$ cat config.mk
export PLATFORM = sky130hd
export DESIGN_NAME = srm_out_buf_flat
export DESIGN_NICKNAME = d
export VERILOG_FILES = /design/src/rtl/srm_pkg.sv /design/src/rtl/srm_in_if.sv /design/src/rtl/srm_out_buf.sv /design/src/flat_wrapper.sv
export SDC_FILE = /design/constraint.sdc
export NUM_CORES = 1
export LEC_CHECK = 0
export ABC_AREA = 1
export ABC_CLOCK_PERIOD_IN_PS = 4720
export BUFFER_PORTS_ARGS = -buffer_cell sky130_fd_sc_hd__buf_4
export CAP_MARGIN = 20
export CORE_MARGIN = 4
export CORE_UTILIZATION = 40
export DETAILED_ROUTE_END_ITERATION = 8
export SLEW_MARGIN = 20
export SYNTH_ARGS = -nofsm -noshare
export SYNTH_HDL_FRONTEND = slang
export SYNTH_SLANG_ARGS = --single-unit
export TNS_END_PERCENT = 30
$ cat constraint.sdc
create_clock -name clk_i -period 4.72 [get_ports clk_i]
set_input_delay 0.708 -clock clk_i [delete_from_list [all_inputs] [get_ports clk_i]]
set_output_delay 0.708 -clock clk_i [all_outputs]
set_load 0.02 [all_outputs]
$ cat src/rtl/srm_pkg.sv
`timescale 1ns / 1ps
// shared types and constants for the segmented running mode block
// no dependencies
package srm_pkg;
  localparam int TableDepth = 128;
  localparam int IdxW = $clog2(TableDepth);
  localparam int CntW = $clog2(TableDepth + 1);
  localparam logic [15:0] Sat16 = 16'hFFFF;

  localparam logic [1:0] StOverflow = 2'b01;
  localparam logic [1:0] StBadMonth = 2'b10;

  typedef struct packed {
    logic [23:0] store_id;
    logic [3:0]  month_num;
    logic signed [23:0] price_cents;
    logic        end_of_stream;
  } srm_in_t;

  typedef struct packed {
    logic signed [23:0] modal_price;
    logic [15:0] modal_count;
    logic [15:0] segment_length;
    logic [1:0]  status;
    logic        last_result;
  } srm_out_t;

  function automatic logic [2:0] quarter_of(input logic [3:0] m);
    logic [2:0] q;
    case (m)
      4'd1, 4'd2, 4'd3:    q = 3'd1;
      4'd4, 4'd5, 4'd6:    q = 3'd2;
      4'd7, 4'd8, 4'd9:    q = 3'd3;
      4'd10, 4'd11, 4'd12: q = 3'd4;
      default:             q = 3'd0;
    endcase
    return q;
  endfunction
endpackage

$ cat src/rtl/srm_in_if.sv


interface srm_out_if import srm_pkg::*; ();
  logic     valid;
  logic     ready;
  srm_out_t data;
  modport source (output valid, output data, input ready);
  modport sink (input valid, input data, output ready);
endinterface

$ cat src/rtl/srm_out_buf.sv
`timescale 1ns / 1ps
// two-entry result queue that decouples the sequencer from the sink
// depends on srm_pkg
module srm_out_buf import srm_pkg::*; (
  input  logic      clk_i,
  input  logic      rst_ni,
  input  logic      push_i,
  input  srm_out_t  word_i,
  output logic      space2_o,
  srm_out_if.source out
);
  srm_out_t   buf_q [2];
  logic       rd_q, wr_q;
  logic [1:0] cnt_q;
  logic       pop;

  assign pop = out.valid && out.ready;
  assign out.valid = (cnt_q != 2'd0);
  assign out.data = buf_q[rd_q];
  assign space2_o = (cnt_q == 2'd0) || ((cnt_q == 2'd1) && pop);

  always_ff @(posedge clk_i or negedge rst_ni) begin
    if (!rst_ni) begin
      rd_q <= 1'b0;
      wr_q <= 1'b0;
      cnt_q <= 2'd0;
    end else begin
      if (push_i) wr_q <= ~wr_q;
      if (pop) rd_q <= ~rd_q;
      cnt_q <= cnt_q + {1'b0, push_i} - {1'b0, pop};
    end
  end

  always_ff @(posedge clk_i) begin
    if (push_i) buf_q[wr_q] <= word_i;
  end
endmodule

$ cat src/flat_wrapper.sv
// flat-port wrapper written by rule: the top's interface ports become plain ports
module srm_out_buf_flat import srm_pkg::*;
  (clk_i, rst_ni, push_i, word_i, space2_o, out_valid, out_data, out_ready);
  srm_out_if out_i ();
  input  logic clk_i;
  input  logic rst_ni;
  input  logic push_i;
  input  srm_out_t word_i;
  output logic space2_o;
  output wire logic [$bits(out_i.valid)-1:0] out_valid;
  output wire logic [$bits(out_i.data)-1:0] out_data;
  input wire logic [$bits(out_i.ready)-1:0] out_ready;
  assign out_valid = out_i.valid;
  assign out_data = out_i.data;
  assign out_i.ready = out_ready;
  srm_out_buf u_core (.clk_i(clk_i), .rst_ni(rst_ni), .push_i(push_i), .word_i(word_i), .space2_o(space2_o), .out(out_i));
endmodule
== Word-level counts from Yosys, hierarchy flattened ==
Memory sizes are Yosys's and may differ from the RTL's.
Index checks and enable logic that the tools add are counted.
Cells by class
  add/subtract/negate cells: 2
  equal/unequal tests: 1
  muxes and demuxes: 2
  bitwise operators: 2
  reductions and logical operators: 5
Operator list (count)
  $add A2 B1 Y2: 1
  $eq A2 B1 Y1 const B: 1
  $logic_and A1 B1 Y1: 2
  $logic_not A2 Y1: 1
  $mux W1: 2
  $not A1 Y1: 2
  $reduce_bool A2 Y1: 1
  $sub A2 B1 Y2: 1
  $logic_or A1 B1 Y1: 1
Storage, ports and cells
  register bits: 4
  RAM bits: 118
  word-level logic and storage cells: 16
  memories kept: 1
Memory list
  u_core.buf_q: words 2, bits a word 59, read ports 1, clocked after Yosys merged registers in 0, wr ports 1, line srm_out_buf.sv:12  | srm_out_t buf_q [2];

== Longest topological paths before layout ==
Gate-level depths: netlist (run 1).
  depth after elaboration: 4
  mapped depth: 10

== Worst setup path after synthesis (run 1) ==
No wires, ideal clock.
  kind: input-to-reg
  start point: input port push_i
  end point: memory u_core.buf_q[0][0] (netlist name) (enable)
  arrival: 3.223 ns
  required time: 4.242 ns
  setup slack: 1.019 ns
  cell stages on the path: 2
  buffers on the path: 0
  path through: inv_1 nor2_1
Between the ends
  cells in the longest elaborated chain, start to end: 2
RTL lines
  from (decl): line flat_wrapper.sv:7  | input logic push_i;
  $mux W1: line srm_out_buf.sv:35  | if (push_i) buf_q[wr_q] <= word_i;
  $mux W1 (implied by the code): line srm_out_buf.sv:35
  to (decl): line srm_out_buf.sv:12
Every way passes these cells.

== Worst setup path after layout (run 1) ==
  start point: register u_core.rd_q
  end point: output port out_data[25]
Between the ends
  cells in the longest elaborated chain, start to end: 1
RTL lines
  from (decl): line srm_out_buf.sv:13  | logic rd_q, wr_q;
  from (signal assigned): line srm_out_buf.sv:29  | if (pop) rd_q <= ~rd_q;
  $mem_v2 Z2 W59
  to (decl): line flat_wrapper.sv:11  | output wire logic [$bits(out_i.data)-1:0] out_data;
Every way passes these cells.

==> results of run 1 <==
[cell families after synthesis]
group | Yosys count | share of synthesized area
and+or+nand+nor | 192 | 0.159
adders and majority gates | 2 | 0.00549
DFF | 122 | 0.799
xor gates and xnor gates | 1 | 0.00192
buffers and inverters | 22 | 0.0351
[per-stage QoR]
step | setup slack [ns] | power, mW | hold slack, ns | cell area (um2) | cells
6_report | 2.05 | 4.28 | 0.102 | 6200 | 624
5_1_grt | 1.89 | 4.52 | 0.0831 | 6200 | 624
4_1_cts | 1.99 | 4.33 | 0.0853 | 6200 | 624
3_5_place_dp | 2.27 | 2.96 | 0.510 | 5570 | 592
3_3_place_gp | 2.27 | 2.94 | 0.508 | 5570 | 592
2_1_floorplan | 1.02 | 2.42 | 0.412 | 4560 | 339
[final timing paths]
path / from / slack (ns) / cells past startpoint / endpoint
max: u_core.rd_q / 2.05 / 4 / out_data[25]
min: rst_ni / 0.10 / 1 / u_core.wr_q
max reg2reg: u_core.wr_q / 2.74 / 2 / u_core.buf_q[0][23]
min reg2reg: u_core.wr_q / 0.55 / 1 / u_core.wr_q
max in group asynchronous: rst_ni / 4.50 / 1 / u_core.rd_q
min in group clk_i: word_i[13] / 0.50 / 1 / u_core.buf_q[0][13]
[worst max-delay path, delay by kind of cell, from the launching register on]
kind | cells | cell delay, ns
flops | 1 | 0.75
buf+inv | 2 | 0.59
simple gates | 2 | 0.21
[state kept, by name (all words and copies together), names as in the netlist]
name / flops
u_core.wr_q: 1
u_core.rd_q: 1
u_core.cnt_q: 2
u_core.buf_q: 118
[Yosys cell counts]
cell      number
dfrtp_1        4
nand2_1      189
inv_1          8
ha_1           2
buf_2          1
buf_6          7
inv_6          1
buf_4          5
edfxtp_1     118
xor2_1         1
nand3_1        2
nor2_1         1
[per-layer routing]
layer | routed length, um | share of wire | GRT usage
met5 | 0 | 0 | 0
met2 | 4300 | 0.49 | 0.228
met4 | 23 | 0.0026 | 0.0446
met3 | 608 | 0.069 | 0.0479
met1 | 3830 | 0.44 | 0.170
[power groups by stage]
stage	Sequential (mW)	Combinational [mW]	Clock, mW
after floorplan	1.51	0.904	0
after global placement	1.55	1.39	0
after detailed placement	1.56	1.41	0
after CTS	1.54	1.41	1.38
after global routing	1.55	1.53	1.44
final	1.53	1.38	1.36
[final cells by class]
| cell class | instances | area (um2) |
|---|---|---|
| clock buffer | 19 | 433 |
| clock inverter | 13 | 200 |
| fill | 871 | 4780 |
| inverter | 9 | 38.8 |
| multi-input combinational | 195 | 764 |
| sequential | 122 | 3640 |
| tap | 140 | 175 |
| timing repair buffer | 126 | 946 |
==> key figures, run 1 <==
CTS
  • Skew-Pair Late Insertion Delay: 0.39 ns
  • Post-CTS resize count: 0
  • H-tree levels: 4
  • CTS Buffer Depth: 2
  • CTS Sinks: approximately 120
  • Total CTS buffers: 17
  • CTS root buf: clkbuf_16
  • Post-CTS Setup Inserts: 0
  • CTS tree: done
  • CTS Hold Bufs: 0
  • Clk pin slew, worst setup/hold paths: around 0.050 ns

Worst setup path
  • Setup crit end kind: output pin
  • Critical path launch point type: flip-flop
  • Critical path class: flip-flop to output pin
  • CP arrival: approximately 2 ns
  • CP max stage cell: dfrtp_2
  • Worst-path maximum fanout: 33
  • CP cell instances: buf_4 > nand2_1 > nand2_1 > buf_4
  • CP peak stage delay: ~0.75 ns
  • WP data required: 4.01 ns

Timing
  • Fin. Hold Viols: 0
  • Tcrit/Tclk final: 0.565
  • Clk_skew: about 0.0069 ns
  • Final setup TNS: 0 ns
  • Number of setup violations in the final report: 0
  • Final Max Slew Viols: 0
  • Fmax: around 370 MHz
  • Slew @ Worst Pin: between 0.8 and 0.9 ns
  • Period minus WS final: around 2.7 ns
  • Max-slew headroom: 0.427
  • RSZ-0062 raised after global routing: no

Global route
  • GRT Overall Usage: 0.137
  • GRT overflow: 0
  • First-pass GRT wire length: ~14 mm
  • Vias in the first global route: ~2,800
  • Initial antenna violation count: 0
  • Largest net degree at the start of global routing: 61

Floorplanning
  • DIE AREA: roughly 13,000 um2
  • DIE HEIGHT: 115 um
  • Area of the core: around 11,000 um2
  • Ports: 124
  • Row Count: 38
  • Die Span X: approximately 110 um
  • Initial core utilization: 0.415

Flow run
  • Max Cap Viol: 0

Drt
  • 1st-pass router iterations: 4
  • Iter 0 DRT Violations: around 130
  • Vias/cell: between 4 and 5
  • Antenna-violating nets left: 0
  • # DRC: 0
  • Per-cell routed wire length: roughly 14 um
  • Total Wirelength: between 8 and 9 mm
  • Via count: 2,764

Final layout
  • Layout cells sized above 1: 0.331
  • Syn-to-layout area delta: 36.0%
  • Most frequent cells in the layout: 189 x nand2_1, 126 x buf_4, 118 x edfxtp_1, 17 x clkbuf_16, 7 x inv_1
  • Antenna fix cells: 0
  • Layout net count: approximately 540
  • Commonest non-fill, non-tap cell in the layout: nand2_1
  • Final Util: 0.565

Pwr
  • Worst IR Drop VDD: around 0.00034 V
  • Pwr Density: approximately 700 nW/um2
  • Clk network pwr share: 0.318
  • Comb power frac: 0.324
  • Leakage dissipation: approximately 2.7 nW
  • Net Switching: roughly 1.4 mW
  • Flop pwr share: 0.358
  • Power Internal: approximately 2.9 mW
  • Sw Share: 0.329

Place
  • DP Wirelength: roughly 5.6 mm
  • Buffers on Ports: 123
  • RD Place Congestion: slightly below 0.7

Logic synthesis
  • Count of different cell masters after synthesis: 12
  • Leading area contributor after synthesis: edfxtp_1
  • Post-Synthesis Cells: 339
  • Top cells by area, synth: edfxtp_1 78%, nand2_1 16%, dfrtp_1 2.2%
  • Post-synthesis sequential area ratio: 0.799
  • Synth Cell Area: roughly 4600 um2
  • Syn Nets: 404
  • Yosys warns: 0
  • Synth Register Bits: 122
  • Syn avg cell area: 13.5 um2
  • Post-synth top area share: 0.777

Run status
  • Outcome: complete, no violations

Min path
  • Class of the worst hold path: input pin to async pin
Note: power is estimated with default switching activity, not from simulation.
==> inputs of run 2 (changes only) <==
--- a/config.mk
+++ b/config.mk
@@ -6,7 +6,7 @@
 export NUM_CORES = 1
 export LEC_CHECK = 0
 export ABC_AREA = 1
-export ABC_CLOCK_PERIOD_IN_PS = 4720
+export ABC_CLOCK_PERIOD_IN_PS = 2700
 export BUFFER_PORTS_ARGS = -buffer_cell sky130_fd_sc_hd__buf_4
 export CAP_MARGIN = 20
 export CORE_MARGIN = 4
==> constraint.sdc (replaced) <==
create_clock -name clk_i -period 2.7 [get_ports clk_i]
set_input_delay 0.405 -clock clk_i [delete_from_list [all_inputs] [get_ports clk_i]]
set_output_delay 0.405 -clock clk_i [all_outputs]
set_load 0.02 [all_outputs]
==> key figures, run 2 (synthesized netlist as in run 1, its figures left out) <==
Final layout
  • Syn-to-layout area delta: 35.9%
  • Layout net count: 540
  • Biggest register: u_core.buf_q
  • Commonest non-fill, non-tap cell in the layout: nand2_1
  • Antenna fix cells: 0
  • Most frequent cells in the layout: 189 x nand2_1, 128 x buf_4, 118 x edfxtp_1, 17 x clkbuf_16, 7 x inv_1
  • Top Registers: u_core.buf_q x118, u_core.cnt_q x2
  • Number of flip-flops in the largest register: ~120
  • Fill cell count: about 920
  • Layout cells sized above 1: 0.331

Min path
  • Class of the worst hold path: input pin to flip-flop
  • Hold_sp: word_i[2]
  • Hold Path Depth: 1

Floorplanning
  • Area of the core: roughly 11,000 um2
  • Row Count: 38
  • DIE HEIGHT: 115 um
  • Die Span X: approximately 110 um
  • Ports: between 100 and 150
  • DIE AREA: 13,200 um2
  • Initial core utilization: 0.415

Pwr
  • Comb power frac: 0.340
  • Sw Share: 0.341
  • Leakage dissipation: roughly 2.7 nW
  • Worst IR Drop VDD: about 0.00060 V
  • Power Internal: approximately 4.8 mW
  • Clk network pwr share: 0.299
  • Flop pwr share: 0.361
  • Pwr Density: 1190 nW/um2
  • Net Switching: approximately 2.5 mW

CTS
  • CTS tree: done
  • H-tree levels: 4
  • Clk pin slew, worst setup/hold paths: about 0.050 ns
  • Post-CTS resize count: 0
  • CTS Buffer Depth: 2
  • Skew-Pair Late Insertion Delay: roughly 0.39 ns
  • Total CTS buffers: 17
  • CTS root buf: clkbuf_16
  • CTS Sinks: 122

Worst setup path
  • Reg-to-Reg Start: u_core.wr_q
  • R2R depth: 3
  • CP peak stage delay: a little over 0.6 ns
  • CP max stage cell: dfrtp_2
  • CP cell instances: buf_4 > nand2_1 > nand2_1 > buf_4
  • Worst-path maximum fanout: 27
  • Critical path launch point type: flip-flop
  • Worst setup path start: u_core.rd_q
  • Setup crit end kind: output pin
  • CP arrival: between 1.5 and 2 ns
  • Critical path class: flip-flop to output pin
  • WP data required: 2.30 ns

Global route
  • GRT Overall Usage: 0.145
  • Largest net degree at the start of global routing: about 60
  • GRT overflow: 0
  • First-pass GRT wire length: 14.5 mm
  • Vias in the first global route: 2,970
  • Initial antenna violation count: 0

Place
  • DP Wirelength: about 6.0 mm
  • Buffers on Ports: between 100 and 150
  • RD Place Congestion: around 0.73

Timing
  • Slew @ Worst Pin: about 0.53 ns
  • Number of setup violations in the final report: 0
  • Final setup TNS: 0 ns
  • Period minus WS final: between 2 and 2.5 ns
  • RSZ-0062 raised after global routing: no
  • Fmax: ~450 MHz
  • Fin. Hold Viols: 0
  • Min Hold Slack: approximately 0.19 ns
  • Max-slew headroom: 0.648
  • Clk_skew: around 0.0053 ns
  • Final Max Slew Viols: 0
  • Tcrit/Tclk final: 0.821

Drt
  • Total Wirelength: around 9.3 mm
  • Vias/cell: approximately 4.6
  • 1st-pass router iterations: 4
  • Antenna-violating nets left: 0
  • Per-cell routed wire length: roughly 15 um
  • Iter 0 DRT Violations: 114
  • # DRC: 0
  • Via count: 2,859

Flow run
  • Max Cap Viol: 0

Run status
  • Outcome: complete, no violations
-- run 2: stage by stage --
| step | utilization | worst slack (ns) | instance area (um2) | power [mW] | std cells |
|---|---|---|---|---|---|
| finish | 0.564 | 0.483 | 6200 | 7.35 | 627 |
| global route | 0.564 | 0.358 | 6200 | 7.75 | 627 |
| CTS | 0.564 | 0.439 | 6200 | 7.45 | 627 |
| detailed placement | 0.510 | 0.898 | 5600 | 5.24 | 595 |
| global placement | 0.510 | 0.935 | 5600 | 5.21 | 595 |
| floorplan | - | 0.321 | 4560 | 4.22 | 339 |
-- run 2: final timing paths --
| kind | end | slack, ns |
|---|---|---|
| min in group asynchronous | u_core.cnt_q[0] | 0.34 |
| setup reg to reg | u_core.buf_q[1][16] | 1.19 |
| hold / removal | u_core.buf_q[1][2] | 0.19 |
| hold reg to reg | u_core.wr_q | 0.55 |
| setup / recovery | out_data[0] | 0.48 |
| max in group asynchronous | u_core.rd_q | 2.25 |
-- run 2: final cells by class --
cell class / count / area (um2) / share of cell area
multi-input combinational: 195 / 764 / 0.123
inverter: 9 / 38.8 / 0.00626
tap: 140 / 175 / 0.0283
clock buffer: 17 / 425 / 0.0687
timing repair buffer: 130 / 991 / 0.160
sequential: 122 / 3640 / 0.588
clock inverter: 14 / 156 / 0.0252
-- run 2: power groups by stage --
stage / Clock (mW) / Combinational [mW] / Sequential (mW)
after floorplan: 0 / 1.58 / 2.64
after global placement: 0 / 2.53 / 2.68
after detailed placement: 0 / 2.55 / 2.69
after CTS: 2.23 / 2.56 / 2.65
after global routing: 2.32 / 2.75 / 2.69
final: 2.20 / 2.50 / 2.65
-- run 2: per-layer routing --
layer	wire length, um	global-route usage	vias up
met5	0	0	-
met4	65	0.0399	0
met3	802	0.0600	7
met2	4300	0.231	101
met1	4090	0.183	1346
li1	-	-	1405
-- run 2: timing repair --
item	CTS	global route
buffers inserted	0	0
hold buffers	1	0
hold endpoints to repair	4	0
-- run 2: worst max-delay path: cells and delay by family, from the launching register on --
kind          cells  cell delay, ns
simple gates      2            0.21
flops             1            0.62
buf+inv           2            0.56
==> inputs of run 3 (changes only) <==
--- a/config.mk
+++ b/config.mk
@@ -6,12 +6,13 @@
 export NUM_CORES = 1
 export LEC_CHECK = 0
 export ABC_AREA = 1
-export ABC_CLOCK_PERIOD_IN_PS = 2700
+export ABC_CLOCK_PERIOD_IN_PS = 1800
 export BUFFER_PORTS_ARGS = -buffer_cell sky130_fd_sc_hd__buf_4
 export CAP_MARGIN = 20
 export CORE_MARGIN = 4
 export CORE_UTILIZATION = 40
 export DETAILED_ROUTE_END_ITERATION = 8
+export PLACE_DENSITY = 0.66
 export SLEW_MARGIN = 20
 export SYNTH_ARGS = -nofsm -noshare
 export SYNTH_HDL_FRONTEND = slang
==> constraint.sdc (replaced) <==
create_clock -name clk_i -period 1.8 [get_ports clk_i]
set_input_delay 0.27 -clock clk_i [delete_from_list [all_inputs] [get_ports clk_i]]
set_output_delay 0.27 -clock clk_i [all_outputs]
set_load 0.02 [all_outputs]
==> key figures, run 3 (synthesized netlist as in run 1, its figures left out) <==
Final layout
  • Antenna fix cells: 0
  • Commonest non-fill, non-tap cell in the layout: nand2_1
  • Layout cells sized above 1: 0.363
  • Top Registers: u_core.buf_q x118, u_core.cnt_q x2
  • Number of flip-flops in the largest register: between 100 and 150
  • Biggest register: u_core.buf_q
  • Most frequent cells in the layout: 182 x nand2_1, 119 x buf_4, 118 x edfxtp_1, 18 x clkbuf_16, 12 x buf_6
  • Syn-to-layout area delta: 42.9%
  • Layout net count: about 550
  • Fill cell count: ~900
  • Fin cells: 641
  • Fin area: 6520 um2

Worst setup path
  • Reg2Reg Setup Slack: approximately 0.33 ns
  • Worst-path maximum fanout: 6
  • Critical path launch point type: flip-flop
  • Crit path max-delay family: flip-flops
  • CP peak stage delay: a little over 0.5 ns
  • Most frequent CP cell: nand2_1
  • R2R depth: 10
  • CP arrival: between 1 and 1.5 ns
  • CP max stage cell: dfrtp_4
  • Reg-to-Reg Start: u_core.cnt_q[1]
  • WP data required: roughly 1.5 ns
  • CP cell instances: buf_6 > clkbuf_16 > nand2_1 > nand2_1 > buf_4
  • Setup crit end kind: output pin
  • Worst Path Buf+Inv: 3
  • Critical path class: flip-flop to output pin
  • Worst R2R End: u_core.cnt_q[1]

Timing
  • Tcrit/Tclk final: 0.977
  • Max-slew headroom: 0.737
  • RSZ-0062 raised after global routing: yes
  • Clk_skew: just over 0.007 ns
  • Fin. Hold Viols: 0
  • Final worst slack: approximately 0.041 ns
  • Period minus WS final: ~1.8 ns
  • Fmax: approximately 570 MHz
  • Final Max Slew Viols: 0
  • Slew @ Worst Pin: between 0.3 and 0.4 ns
  • Number of setup violations in the final report: 0

Min path
  • Hold Path Depth: 1
  • Class of the worst hold path: input pin to flip-flop
  • Hold Path End: u_core.buf_q[0][21]
  • Hold_sp: word_i[21]

Global route
  • Met3 Use GR: 0.0784
  • Largest net degree at the start of global routing: 61
  • Vias in the first global route: 2,926
  • Global-route met1 utilization: 0.181
  • First-pass GRT wire length: approximately 14 mm
  • Met2 Use GR: 0.225
  • Initial antenna violation count: 0
  • GRT overflow: 0
  • GRT Overall Usage: 0.146
  • Most used routing layer: met2

Floorplanning
  • Row Count: 38
  • Area of the core: between 10,000 and 15,000 um2
  • Initial core utilization: 0.415
  • DIE HEIGHT: about 110 um
  • DIE AREA: 13,200 um2
  • Ports: 124
  • Die Span X: 115 um

Place
  • Place WS: 0.357 ns
  • Placed Cells: 600
  • Dpl cell area: ~5700 um2
  • Buffers on Ports: ~120
  • RD Place Congestion: 0.745
  • DP Wirelength: a little over 6 mm

CTS
  • H-tree levels: 4
  • Skew-Pair Late Insertion Delay: around 0.40 ns
  • Total CTS buffers: 17
  • Clk pin slew, worst setup/hold paths: ~0.060 ns
  • CTS Sinks: 122
  • CTS root buf: clkbuf_16
  • CTS Buffer Depth: 2
  • CTS tree: done

Drt
  • Iter 0 DRT Violations: between 150 and 200
  • 1st-pass router iterations: 4
  • Total Wirelength: roughly 10 mm
  • Per-cell routed wire length: between 15 and 20 um
  • Vias/cell: around 4.6
  • Via count: about 2,900
  • # DRC: 0
  • Antenna-violating nets left: 0

Pwr
  • Worst IR Drop VDD: roughly 0.00086 V
  • Pwr Density: 1830 nW/um2
  • Leakage dissipation: ~2.8 nW
  • Total power: about 12 mW

Run status
  • Outcome: complete, no violations

Flow run
  • Max Cap Viol: 0
==> run 3: per-stage QoR <==
step / utilization / setup TNS (ns) / hold slack [ns]
5_1_grt: 0.593 / -0.262 / 0.0253
4_1_cts: 0.572 / 0 / 0.0380
2_1_floorplan: - / -13.58 / -0.0256
3_3_place_gp: 0.516 / 0 / 0.0732
3_5_place_dp: 0.516 / 0 / 0.0742
6_report: 0.593 / 0 / 0.0531
==> run 3: what timing repair did <==
action | CTS | global route
setup buffers | 0 | 3
hold endpoints to repair | 4 | 0
gates resized for setup | 1 | 37
hold buffers | 1 | 0
endpoints found under the setup margin | 59 | 59
cloned | 0 | 6
==> run 3: worst max-delay path by stage <==
stage,from,slack [ns],depth (start not counted),endpoint
global route,u_core.rd_q,-0.02,5,out_data[31]
finish,u_core.rd_q,0.04,5,out_data[7]
detailed placement,u_core.cnt_q[1],0.36,10,u_core.cnt_q[1]
global placement,u_core.rd_q,0.38,4,out_data[19]
CTS,u_core.rd_q,0.02,4,out_data[49]
floorplan,u_core.wr_q,-0.23,2,u_core.buf_q[1][0]
==> run 3: worst register-to-register path, stage by stage (launching register included) <==
cell and delay, ns:
dfrtp_1 0.38, inv_1 0.10, nand2_1 0.11, nand2_1 0.10
inv_1 0.05, ha_1 0.28, inv_1 0.06, ha_1 0.15
inv_1 0.04, nand2_1 0.05, nand2_1 0.04
==> run 3: power by group <==
group | switching [mW] | total (mW) | internal, mW
logic | 2.75 | 4.53 | 1.77
registers | 0.160 | 3.94 | 3.78
clock network | 1.15 | 3.44 | 2.29
==> run 3: cell type report <==
type,count,area [um2],share of cell area
Sequential cell,122,3650,0.560
Timing Repair Buffer,140,1200,0.184
Multi-Input combinational cell,195,782,0.120
Clock buffer,18,429,0.0659
Clock inverter,13,178,0.0273
Tap cell,140,175,0.0269
Timing Repair inverter,4,60.1,0.00922
Inverter,9,46.3,0.00710
==> run 3: layer usage <==
metal	up-vias	wire, um
li1	1442	-
met1	1375	4310
met2	118	5060
met3	6	989
met4	0	59
met5	-	0
